==> src/sorted_priority_queue_top_macros.svh <==
// Assertion macros for the sorted priority queue.
// Define NO_ASSERTIONS to compile them out.
`ifndef SORTED_PRIORITY_QUEUE_TOP_MACROS_SVH
`define SORTED_PRIORITY_QUEUE_TOP_MACROS_SVH

`ifndef NO_ASSERTIONS

// property must hold at every clock edge out of reset
`define SPQ_ASSERT(lbl, prop) \
  lbl: assert property (@(posedge clk) disable iff (!rst_n) prop) \
    else $error("spq: assertion failed");

// expression must never be true out of reset
`define SPQ_NEVER(lbl, expr) \
  lbl: assert property (@(posedge clk) disable iff (!rst_n) !(expr)) \
    else $error("spq: forbidden condition seen");

`else

`define SPQ_ASSERT(lbl, prop)
`define SPQ_NEVER(lbl, expr)

`endif

`endif

==> src/spq_pkg.sv <==
`default_nettype none

package spq_pkg;

  localparam int DEPTH_DEF         = 16;
  localparam int PAYLOAD_WIDTH_DEF = 32;

  localparam int OP_W     = 2;
  localparam int PRIO_W   = 16;
  localparam int DATA_W   = 32;
  localparam int STATUS_W = 2;
  localparam int COUNT_W  = 5;

  localparam int IN_TDATA_W  = 56;
  localparam int OUT_TDATA_W = 64;

  localparam logic [OP_W-1:0] OP_INSERT = 2'd0;
  localparam logic [OP_W-1:0] OP_REMOVE = 2'd1;
  localparam logic [OP_W-1:0] OP_PEEK   = 2'd2;

  localparam logic [STATUS_W-1:0] ST_OK    = 2'd0;
  localparam logic [STATUS_W-1:0] ST_FULL  = 2'd1;
  localparam logic [STATUS_W-1:0] ST_EMPTY = 2'd2;

  typedef enum logic {
    S_IDLE,
    S_HOLD
  } state_t;

  typedef struct packed {
    logic exec;
  } cmd_t;

  typedef struct packed {
    logic [STATUS_W-1:0]      status;
    logic signed [PRIO_W-1:0] head_priority;
    logic [DATA_W-1:0]        head_payload;
    logic [COUNT_W-1:0]       entry_count;
    logic                     is_empty;
    logic                     is_full;
  } result_t;

endpackage

`default_nettype wire

==> src/spq_ctrl.sv <==
`default_nettype none

module spq_ctrl (
  input  wire              clk,
  input  wire              rst_n,
  input  wire              in_valid,
  output logic             in_ready,
  output logic             out_valid,
  input  wire              out_ready,
  output spq_pkg::cmd_t    cmd
);

  spq_pkg::state_t state_r, state_nxt;
  logic            accept;

  assign accept = in_valid && in_ready;

  always_comb begin
    state_nxt = state_r;
    case (state_r)
      spq_pkg::S_IDLE: begin
        if (accept) state_nxt = spq_pkg::S_HOLD;
      end
      spq_pkg::S_HOLD: begin
        // a new item may replace the result in the same cycle it is taken
        if (out_ready && !accept) state_nxt = spq_pkg::S_IDLE;
      end
      default: state_nxt = spq_pkg::S_IDLE;
    endcase
  end

  always_comb begin
    in_ready  = 1'b0;
    out_valid = 1'b0;
    case (state_r)
      spq_pkg::S_IDLE: begin
        in_ready = 1'b1;
      end
      spq_pkg::S_HOLD: begin
        in_ready  = out_ready;
        out_valid = 1'b1;
      end
      default: begin
        in_ready  = 1'b0;
        out_valid = 1'b0;
      end
    endcase
    cmd.exec = in_valid && in_ready;
  end

  always_ff @(posedge clk) begin
    if (!rst_n) begin
      state_r <= spq_pkg::S_IDLE;
    end else begin
      state_r <= state_nxt;
    end
  end

endmodule

`default_nettype wire

==> src/spq_datapath.sv <==
`default_nettype none

module spq_datapath #(
  parameter int DEPTH         = spq_pkg::DEPTH_DEF,
  parameter int PAYLOAD_WIDTH = spq_pkg::PAYLOAD_WIDTH_DEF,
  localparam int CW           = $clog2(DEPTH + 1)
) (
  input  wire                                clk,
  input  wire                                rst_n,
  input  spq_pkg::cmd_t                      cmd,
  input  wire [spq_pkg::OP_W-1:0]            operation,
  input  wire signed [spq_pkg::PRIO_W-1:0]   item_priority,
  input  wire [spq_pkg::DATA_W-1:0]          item_payload,
  output spq_pkg::result_t                   result,
  output logic [CW-1:0]                      count,
  output logic                               full
);

  logic signed [spq_pkg::PRIO_W-1:0] prio_r   [DEPTH];
  logic signed [spq_pkg::PRIO_W-1:0] prio_nxt [DEPTH];
  logic [PAYLOAD_WIDTH-1:0]          pay_r    [DEPTH];
  logic [PAYLOAD_WIDTH-1:0]          pay_nxt  [DEPTH];
  logic [CW-1:0]                     cnt_r, cnt_nxt;
  spq_pkg::result_t                  res_r, res_nxt;

  logic [DEPTH-1:0]                  keep;
  logic [PAYLOAD_WIDTH-1:0]          new_pay;
  logic [PAYLOAD_WIDTH+spq_pkg::DATA_W-1:0] in_ext;
  logic [PAYLOAD_WIDTH+spq_pkg::DATA_W-1:0] head_ext;
  logic [CW+spq_pkg::COUNT_W-1:0]    cnt_ext;

  assign in_ext   = {{PAYLOAD_WIDTH{1'b0}}, item_payload};
  assign new_pay  = in_ext[PAYLOAD_WIDTH-1:0];
  assign head_ext = {{spq_pkg::DATA_W{1'b0}}, pay_r[0]};
  assign full     = (cnt_r == CW'(DEPTH));

  // an occupied slot stays put when its priority is not below the new one
  always_comb begin
    for (int i = 0; i < DEPTH; i++) begin
      keep[i] = (CW'(i) < cnt_r) && (prio_r[i] >= item_priority);
    end
  end

  always_comb begin
    prio_nxt = prio_r;
    pay_nxt  = pay_r;
    cnt_nxt  = cnt_r;
    res_nxt.status        = spq_pkg::ST_OK;
    res_nxt.head_priority = '0;
    res_nxt.head_payload  = '0;
    case (operation)
      spq_pkg::OP_INSERT: begin
        if (full) begin
          res_nxt.status = spq_pkg::ST_FULL;
        end else begin
          if (!keep[0]) begin
            prio_nxt[0] = item_priority;
            pay_nxt[0]  = new_pay;
          end
          for (int i = 1; i < DEPTH; i++) begin
            if (!keep[i]) begin
              prio_nxt[i] = keep[i-1] ? item_priority : prio_r[i-1];
              pay_nxt[i]  = keep[i-1] ? new_pay : pay_r[i-1];
            end
          end
          cnt_nxt = cnt_r + 1'b1;
        end
      end
      spq_pkg::OP_REMOVE, spq_pkg::OP_PEEK: begin
        if (cnt_r == '0) begin
          res_nxt.status = spq_pkg::ST_EMPTY;
        end else begin
          res_nxt.head_priority = prio_r[0];
          res_nxt.head_payload  = head_ext[spq_pkg::DATA_W-1:0];
          if (operation == spq_pkg::OP_REMOVE) begin
            for (int i = 0; i < DEPTH - 1; i++) begin
              prio_nxt[i] = prio_r[i+1];
              pay_nxt[i]  = pay_r[i+1];
            end
            cnt_nxt = cnt_r - 1'b1;
          end
        end
      end
      default: begin
        cnt_nxt = cnt_r;
      end
    endcase
    cnt_ext = {{spq_pkg::COUNT_W{1'b0}}, cnt_nxt};
    res_nxt.entry_count = cnt_ext[spq_pkg::COUNT_W-1:0];
    res_nxt.is_empty    = (cnt_nxt == '0);
    res_nxt.is_full     = (cnt_nxt == CW'(DEPTH));
  end

  always_ff @(posedge clk) begin
    if (cmd.exec) begin
      prio_r <= prio_nxt;
      pay_r  <= pay_nxt;
      res_r  <= res_nxt;
    end
  end

  always_ff @(posedge clk) begin
    if (!rst_n) begin
      cnt_r <= '0;
    end else if (cmd.exec) begin
      cnt_r <= cnt_nxt;
    end
  end

  assign result = res_r;
  assign count  = cnt_r;

endmodule

`default_nettype wire

==> src/sorted_priority_queue_top.sv <==
// Sorted priority queue: up to DEPTH entries of signed priority and payload,
// kept highest first, ties in arrival order.
// Input channel (in_*): one item per operation - insert, remove head, peek head.
// Result channel (out_*): exactly one result item per input item, in order,
// carrying status, head entry (zero unless removed or peeked), count and flags.
// The result is registered and appears in the cycle after the item is accepted.
// Throughput: one item per cycle while results are taken; every slot compares
// against the new priority in parallel, the slot row shifting in the accept cycle.
// The result sits in an output register; a new item is accepted in the same
// cycle the waiting result is taken. While the receiver stalls, in_tready is
// low and the result holds.
// Reset (rst_n low, synchronous) empties the queue and drops any pending
// result; slot contents are not cleared and are never read while unoccupied.
`default_nettype none
`include "sorted_priority_queue_top_macros.svh"

module sorted_priority_queue_top #(
  parameter int DEPTH         = spq_pkg::DEPTH_DEF,
  parameter int PAYLOAD_WIDTH = spq_pkg::PAYLOAD_WIDTH_DEF
) (
  input  wire                                 clk,
  input  wire                                 rst_n,
  input  wire                                 in_tvalid,
  output logic                                in_tready,
  // operation[1:0], item_priority[17:2], item_payload[49:18], zero pad
  input  wire [spq_pkg::IN_TDATA_W-1:0]       in_tdata,
  output logic                                out_tvalid,
  input  wire                                 out_tready,
  // status[1:0], head_priority[17:2], head_payload[49:18],
  // entry_count[54:50], is_empty[55], is_full[56], zero pad
  output logic [spq_pkg::OUT_TDATA_W-1:0]     out_tdata
);

  localparam int CW = $clog2(DEPTH + 1);

  spq_pkg::cmd_t    cmd;
  spq_pkg::result_t result;
  logic [CW-1:0]    count;
  logic             full;

  logic [spq_pkg::OP_W-1:0]          operation;
  logic signed [spq_pkg::PRIO_W-1:0] item_priority;
  logic [spq_pkg::DATA_W-1:0]        item_payload;

  assign operation     = in_tdata[1:0];
  assign item_priority = in_tdata[17:2];
  assign item_payload  = in_tdata[49:18];

  spq_ctrl u_ctrl (
    .clk       (clk),
    .rst_n     (rst_n),
    .in_valid  (in_tvalid),
    .in_ready  (in_tready),
    .out_valid (out_tvalid),
    .out_ready (out_tready),
    .cmd       (cmd)
  );

  spq_datapath #(
    .DEPTH         (DEPTH),
    .PAYLOAD_WIDTH (PAYLOAD_WIDTH)
  ) u_datapath (
    .clk           (clk),
    .rst_n         (rst_n),
    .cmd           (cmd),
    .operation     (operation),
    .item_priority (item_priority),
    .item_payload  (item_payload),
    .result        (result),
    .count         (count),
    .full          (full)
  );

  assign out_tdata = {7'd0, result.is_full, result.is_empty, result.entry_count,
                      result.head_payload, result.head_priority, result.status};

  `SPQ_NEVER(a_count_bound, count > CW'(DEPTH))
  `SPQ_ASSERT(a_full_reject,
    cmd.exec && operation == spq_pkg::OP_INSERT && full
    |=> out_tdata[1:0] == spq_pkg::ST_FULL && $stable(count))
  `SPQ_ASSERT(a_remove_dec,
    cmd.exec && operation == spq_pkg::OP_REMOVE && count != '0
    |=> count == $past(count) - CW'(1))
  `SPQ_ASSERT(a_exec_result, cmd.exec |=> out_tvalid)

endmodule

`default_nettype wire

==> config.mk <==
export PLATFORM = sky130hd
export DESIGN_NAME = sorted_priority_queue_top
export DESIGN_NICKNAME = d
export VERILOG_FILES = /design/src/spq_pkg.sv /design/src/spq_ctrl.sv /design/src/spq_datapath.sv /design/src/sorted_priority_queue_top.sv
export VERILOG_INCLUDE_DIRS = /design/src /design/src/src
export SDC_FILE = /design/constraint.sdc
export NUM_CORES = 2
export LEC_CHECK = 0
export BUFFER_PORTS_ARGS = -buffer_cell sky130_fd_sc_hd__buf_4
export CAP_MARGIN = 20
export CORE_UTILIZATION = 64
export DETAILED_ROUTE_END_ITERATION = 10
export PLACE_DENSITY_LB_ADDON = 0.2
export SLEW_MARGIN = 20
export SYNTH_ARGS = -nofsm -noshare
export SYNTH_HDL_FRONTEND = slang
export SYNTH_HIERARCHICAL = 1
export SYNTH_SLANG_ARGS = --single-unit
==> constraint.sdc <==
create_clock -name clk -period 8.85 [get_ports clk]
set_input_delay 0.885 -clock clk [delete_from_list [all_inputs] [get_ports clk]]
set_output_delay 0.885 -clock clk [all_outputs]
set_load 0.005 [all_outputs]
==> run summary <==
Total of cells resized after clock tree synthesis: 0
Final-report hold violation count: 0
Post-route DRC violation count: 0
Final setup violation count: 0
Ratio of final minimum period to clock period: 57.5%
Sink of the worst hold path: u_ctrl/state_r
Detail Placement HPWL: 77.0 mm
Dominant synthesized flop cell: sky130_fd_sc_hd__edfxtp_1
Seq cells post-synth: 831
Effective utilization at floorplan: 64.7%
Floorplan die area: 74,800 µm²
Final wirelength: 127 mm
Area inside the core boundary: 73,000 µm²
Skew-Pair Late Insertion Delay: 0.67 ns
I/O pin count: 126
Endpoint of the worst register-to-register path: u_datapath/prio_r[208]
Top fanout value on the critical path: 37
Input/output buffers: 112
Transition time at the pin with the least slew margin: 1.06 ns
Setup repair after global routing missed its margin: false
GRT Total Usage: 33.4%
Clock tree from TritonCTS: built
Critical register-to-register path startpoint: u_datapath/prio_r[213]
Count of placed standard cells in the final layout, fillers left out: 5,119
Final Wtd Congestion: 0.938
Power per cell area: 206 nW/µm²
Fill count: 5,102
Total via count after detailed routing: 34,600
Register-to-register path setup slack: 4.38 ns
Via density per instance: 6.76
Cell at the root of the clock tree: sky130_fd_sc_hd__clkbuf_16
CP Data Arrival Time: 5.37 ns
Fraction of layout cells with a size suffix above 1: 9.35%
Hold_sp: in_tvalid
Required @ worst endpoint: 9.13 ns
Seq/Total Area, Yosys: 52.8%
Vias in the first global route: 33,300
Hold buffers post-CTS: 0
Average wire per cell in the routed design: 24.7 µm
Vert. Die Dim: 274 µm
Critical path startpoint category: input pin
Total count of max-transition violations in the final report: 0
Buffers inserted by post-CTS timing repair: 0
Routed Antenna Nets: 0
Outcome: finished clean
Stage delay of the slowest cell on the critical path: 0.75 ns
Shortest clock period the worst path allows after layout: 5.09 ns
Number of standard cells after synthesis: 4,152
Maximum Capacitance Violations: 0
Syn Std Cell Area: 47,200 µm²
IR drop worst, VDD: 0.000170 V
Kind of critical path: in -> reg
Hold Path Cell Cnt: 3
Cells after DPL: 4,950
Clock tree buffer depth: 3
Number of DRC violations after detailed-routing iteration 0: 4,073
Largest net degree at the start of global routing: 232
Proportion of synthesized flip-flops having asynchronous set or reset: 0%
Leakage power: 0.0218 µW
Synthesized area divided by synthesized cell count: 11.4 µm²
Number of nets in the final layout: 4,408
Count of synthesis-stage warnings from yosys: 6
FP Rows: 99
Wire length of the first global-routing pass: 194 mm
Crit path cell chain: buf_4 -> inv_1 -> ha_1 -> a211oi_1 -> nor2_1 -> nor4b_1 -> o221ai_1 -> o311ai_4 -> buf_4 -> nor2_1 -> nor2_4 -> buf_4
Number of synthesized flops with an enable pin: 825
CTS HTree Levels: 3
CTS sink cnt: 831
Antenna violations before repair: 1
Clk pin slew, worst setup/hold paths: 0.06 ns
Worst clock skew on the final layout: 0.0358 ns
Setup TNS: 0 ns
Count of unique library cells instantiated by Yosys: 61
CP dominant cell by count: sky130_fd_sc_hd__buf_4
Number of cells on the worst reg-to-reg path: 10
Slowest stage cell on the critical path: sky130_fd_sc_hd__nor4b_1
Total congestion overflow after global routing: 0
Total CTS buffers: 90
Worst relative slew slack: 27.4%
Detailed-router iteration count before antenna repair: 6
Horizontal die dimension: 274 µm
Maximum clock frequency: 197 MHz
Worst min-delay path category: in -> reg
Area growth syn-to-layout: 9.47%
Critical path capture point type: register
## where the power goes
group | total [µW] | internal (µW) | switching (µW)
Combinational | 1900 | 673 | 1220
Sequential | 4960 | 4780 | 181
Clock | 3790 | 2180 | 1610
## cells in the mapped netlist, types with 11 or more instances
master | n | share of area [%]
sky130_fd_sc_hd__a22o_1 | 35 | 0.65
sky130_fd_sc_hd__nor4_1 | 12 | 0.16
sky130_fd_sc_hd__nor2_1 | 56 | 0.45
sky130_fd_sc_hd__and3_1 | 49 | 0.65
sky130_fd_sc_hd__o211ai_1 | 23 | 0.37
sky130_fd_sc_hd__a21o_1 | 25 | 0.40
sky130_fd_sc_hd__mux2i_1 | 680 | 14
sky130_fd_sc_hd__inv_1 | 47 | 0.37
sky130_fd_sc_hd__nor2b_1 | 29 | 0.38
sky130_fd_sc_hd__edfxtp_1 | 825 | 53
sky130_fd_sc_hd__nand2_1 | 721 | 5.7
sky130_fd_sc_hd__buf_4 | 20 | 0.32
sky130_fd_sc_hd__o21ai_0 | 519 | 5.5
sky130_fd_sc_hd__o31ai_1 | 194 | 3.1
sky130_fd_sc_hd__buf_2 | 45 | 0.48
sky130_fd_sc_hd__ha_1 | 263 | 7.0
sky130_fd_sc_hd__clkbuf_1 | 266 | 2.1
sky130_fd_sc_hd__nand4_1 | 59 | 0.78
sky130_fd_sc_hd__mux2_2 | 50 | 1.2
sky130_fd_sc_hd__a21oi_1 | 78 | 0.83
sky130_fd_sc_hd__a211oi_1 | 11 | 0.18
sky130_fd_sc_hd__nand3_1 | 20 | 0.21
## critical path: cells and delay by family
kind / cells / cell delay, ns
adder cells (fa/ha/maj): 1 / 0.37
buffers and inverters: 4 / 1.90
AO/OA/AOI/OAI: 3 / 0.64
AND/OR/NAND/NOR: 4 / 1.51
## kinds of logic (layout without fill, tap and decap cells)
kind of cell | count (synthesis) | in the layout | synth area share [%]
buf+inv | 382 | 383 | 3.35
other cells | 1 | 8 | 0.00795
compound gates | 947 | 947 | 12.1
xor+xnor | 1 | 1 | 0.0186
simple gates | 997 | 997 | 9.17
fa+ha+maj | 263 | 263 | 6.97
flops | 831 | 831 | 52.8
mux | 730 | 730 | 15.6
## final cells by class
class	count	area, µm²	area share (%)
sequential	831	24900	48.2
multi-input combinational	2945	21100	40.8
clock buffer	114	2380	4.61
timing repair buffer	169	1380	2.68
tap	959	1200	2.32
clock inverter	52	536	1.04
inverter	48	185	0.358
antenna	1	2.50	0.00484
## cells in the final DEF, fill, tap and decap left out, types with 5 or more instances in the layout
cell	instances
sky130_fd_sc_hd__o221ai_1	7
sky130_fd_sc_hd__clkinv_2	23
sky130_fd_sc_hd__a21o_1	25
sky130_fd_sc_hd__o311ai_4	6
sky130_fd_sc_hd__o2bb2ai_1	6
sky130_fd_sc_hd__nor2_4	12
sky130_fd_sc_hd__mux2_2	48
sky130_fd_sc_hd__a22o_1	35
sky130_fd_sc_hd__or4_1	6
sky130_fd_sc_hd__mux2i_1	678
sky130_fd_sc_hd__clkbuf_1	21
sky130_fd_sc_hd__nand4_1	59
sky130_fd_sc_hd__nor3_1	8
sky130_fd_sc_hd__a211o_1	8
sky130_fd_sc_hd__o211ai_1	23
sky130_fd_sc_hd__nor4b_1	8
sky130_fd_sc_hd__clkinv_1	12
sky130_fd_sc_hd__and3_1	49
sky130_fd_sc_hd__o21ai_0	518
sky130_fd_sc_hd__a211oi_1	11
sky130_fd_sc_hd__clkbuf_16	91
sky130_fd_sc_hd__a2111oi_0	6
sky130_fd_sc_hd__nor2_1	44
sky130_fd_sc_hd__ha_1	262
sky130_fd_sc_hd__nand3_1	20
sky130_fd_sc_hd__o21a_1	5
sky130_fd_sc_hd__and2_1	9
sky130_fd_sc_hd__dfxtp_1	6
sky130_fd_sc_hd__inv_1	47
sky130_fd_sc_hd__and4_1	7
sky130_fd_sc_hd__nor2b_1	29
sky130_fd_sc_hd__a31oi_1	6
sky130_fd_sc_hd__conb_1	7
sky130_fd_sc_hd__nand2_1	721
sky130_fd_sc_hd__nor4_1	12
sky130_fd_sc_hd__buf_4	161
sky130_fd_sc_hd__a21oi_1	76
sky130_fd_sc_hd__bufinv_16	9
sky130_fd_sc_hd__edfxtp_1	825
sky130_fd_sc_hd__o31ai_1	194
## flip-flops by register name (all words and copies together) (netlist names)
signal / count
u_datapath/pay_r: 480
u_datapath/prio_r: 256
u_datapath/count: 5
u_ctrl/state_r: 1
u_datapath/result: 57
u_datapath/head_ext: 32
## through the flow
stage	util, %	power, µW	hold slack [ns]	worst slack [ns]	instance area (µm²)
after CTS	70.7	10600	0.479	3.83	51600
after global placement	66.7	6800	0.492	3.22	48600
after global routing	70.8	11000	0.503	3.58	51700
after floorplan	-	6270	0.498	1.83	47200
final	70.8	10600	0.500	3.76	51700
after detailed placement	66.7	6870	0.507	3.14	48700
## per-layer routing
layer / vias up / track usage (%) / wire [µm]
li1: 15500 / - / -
met1: 17100 / 46.9 / 52800
met2: 1740 / 52.3 / 58900
met3: 263 / 5.50 / 10800
met4: 0 / 12.7 / 4090
met5: - / 0 / 0
## worst max path at each step
stage	start	end	slack (ns)	cells after the start
floorplan	in_tdata[17]	u_datapath/head_ext[0]	1.83	12
global route	in_tdata[7]	u_datapath/prio_r[208]	3.58	12
finish	in_tdata[7]	u_datapath/prio_r[208]	3.76	12
CTS	in_tdata[7]	u_datapath/prio_r[208]	3.83	12
detailed placement	in_tdata[7]	u_datapath/prio_r[214]	3.14	12
global placement	in_tdata[7]	u_datapath/prio_r[212]	3.22	12
Note: power is estimated with default switching activity, not from simulation.
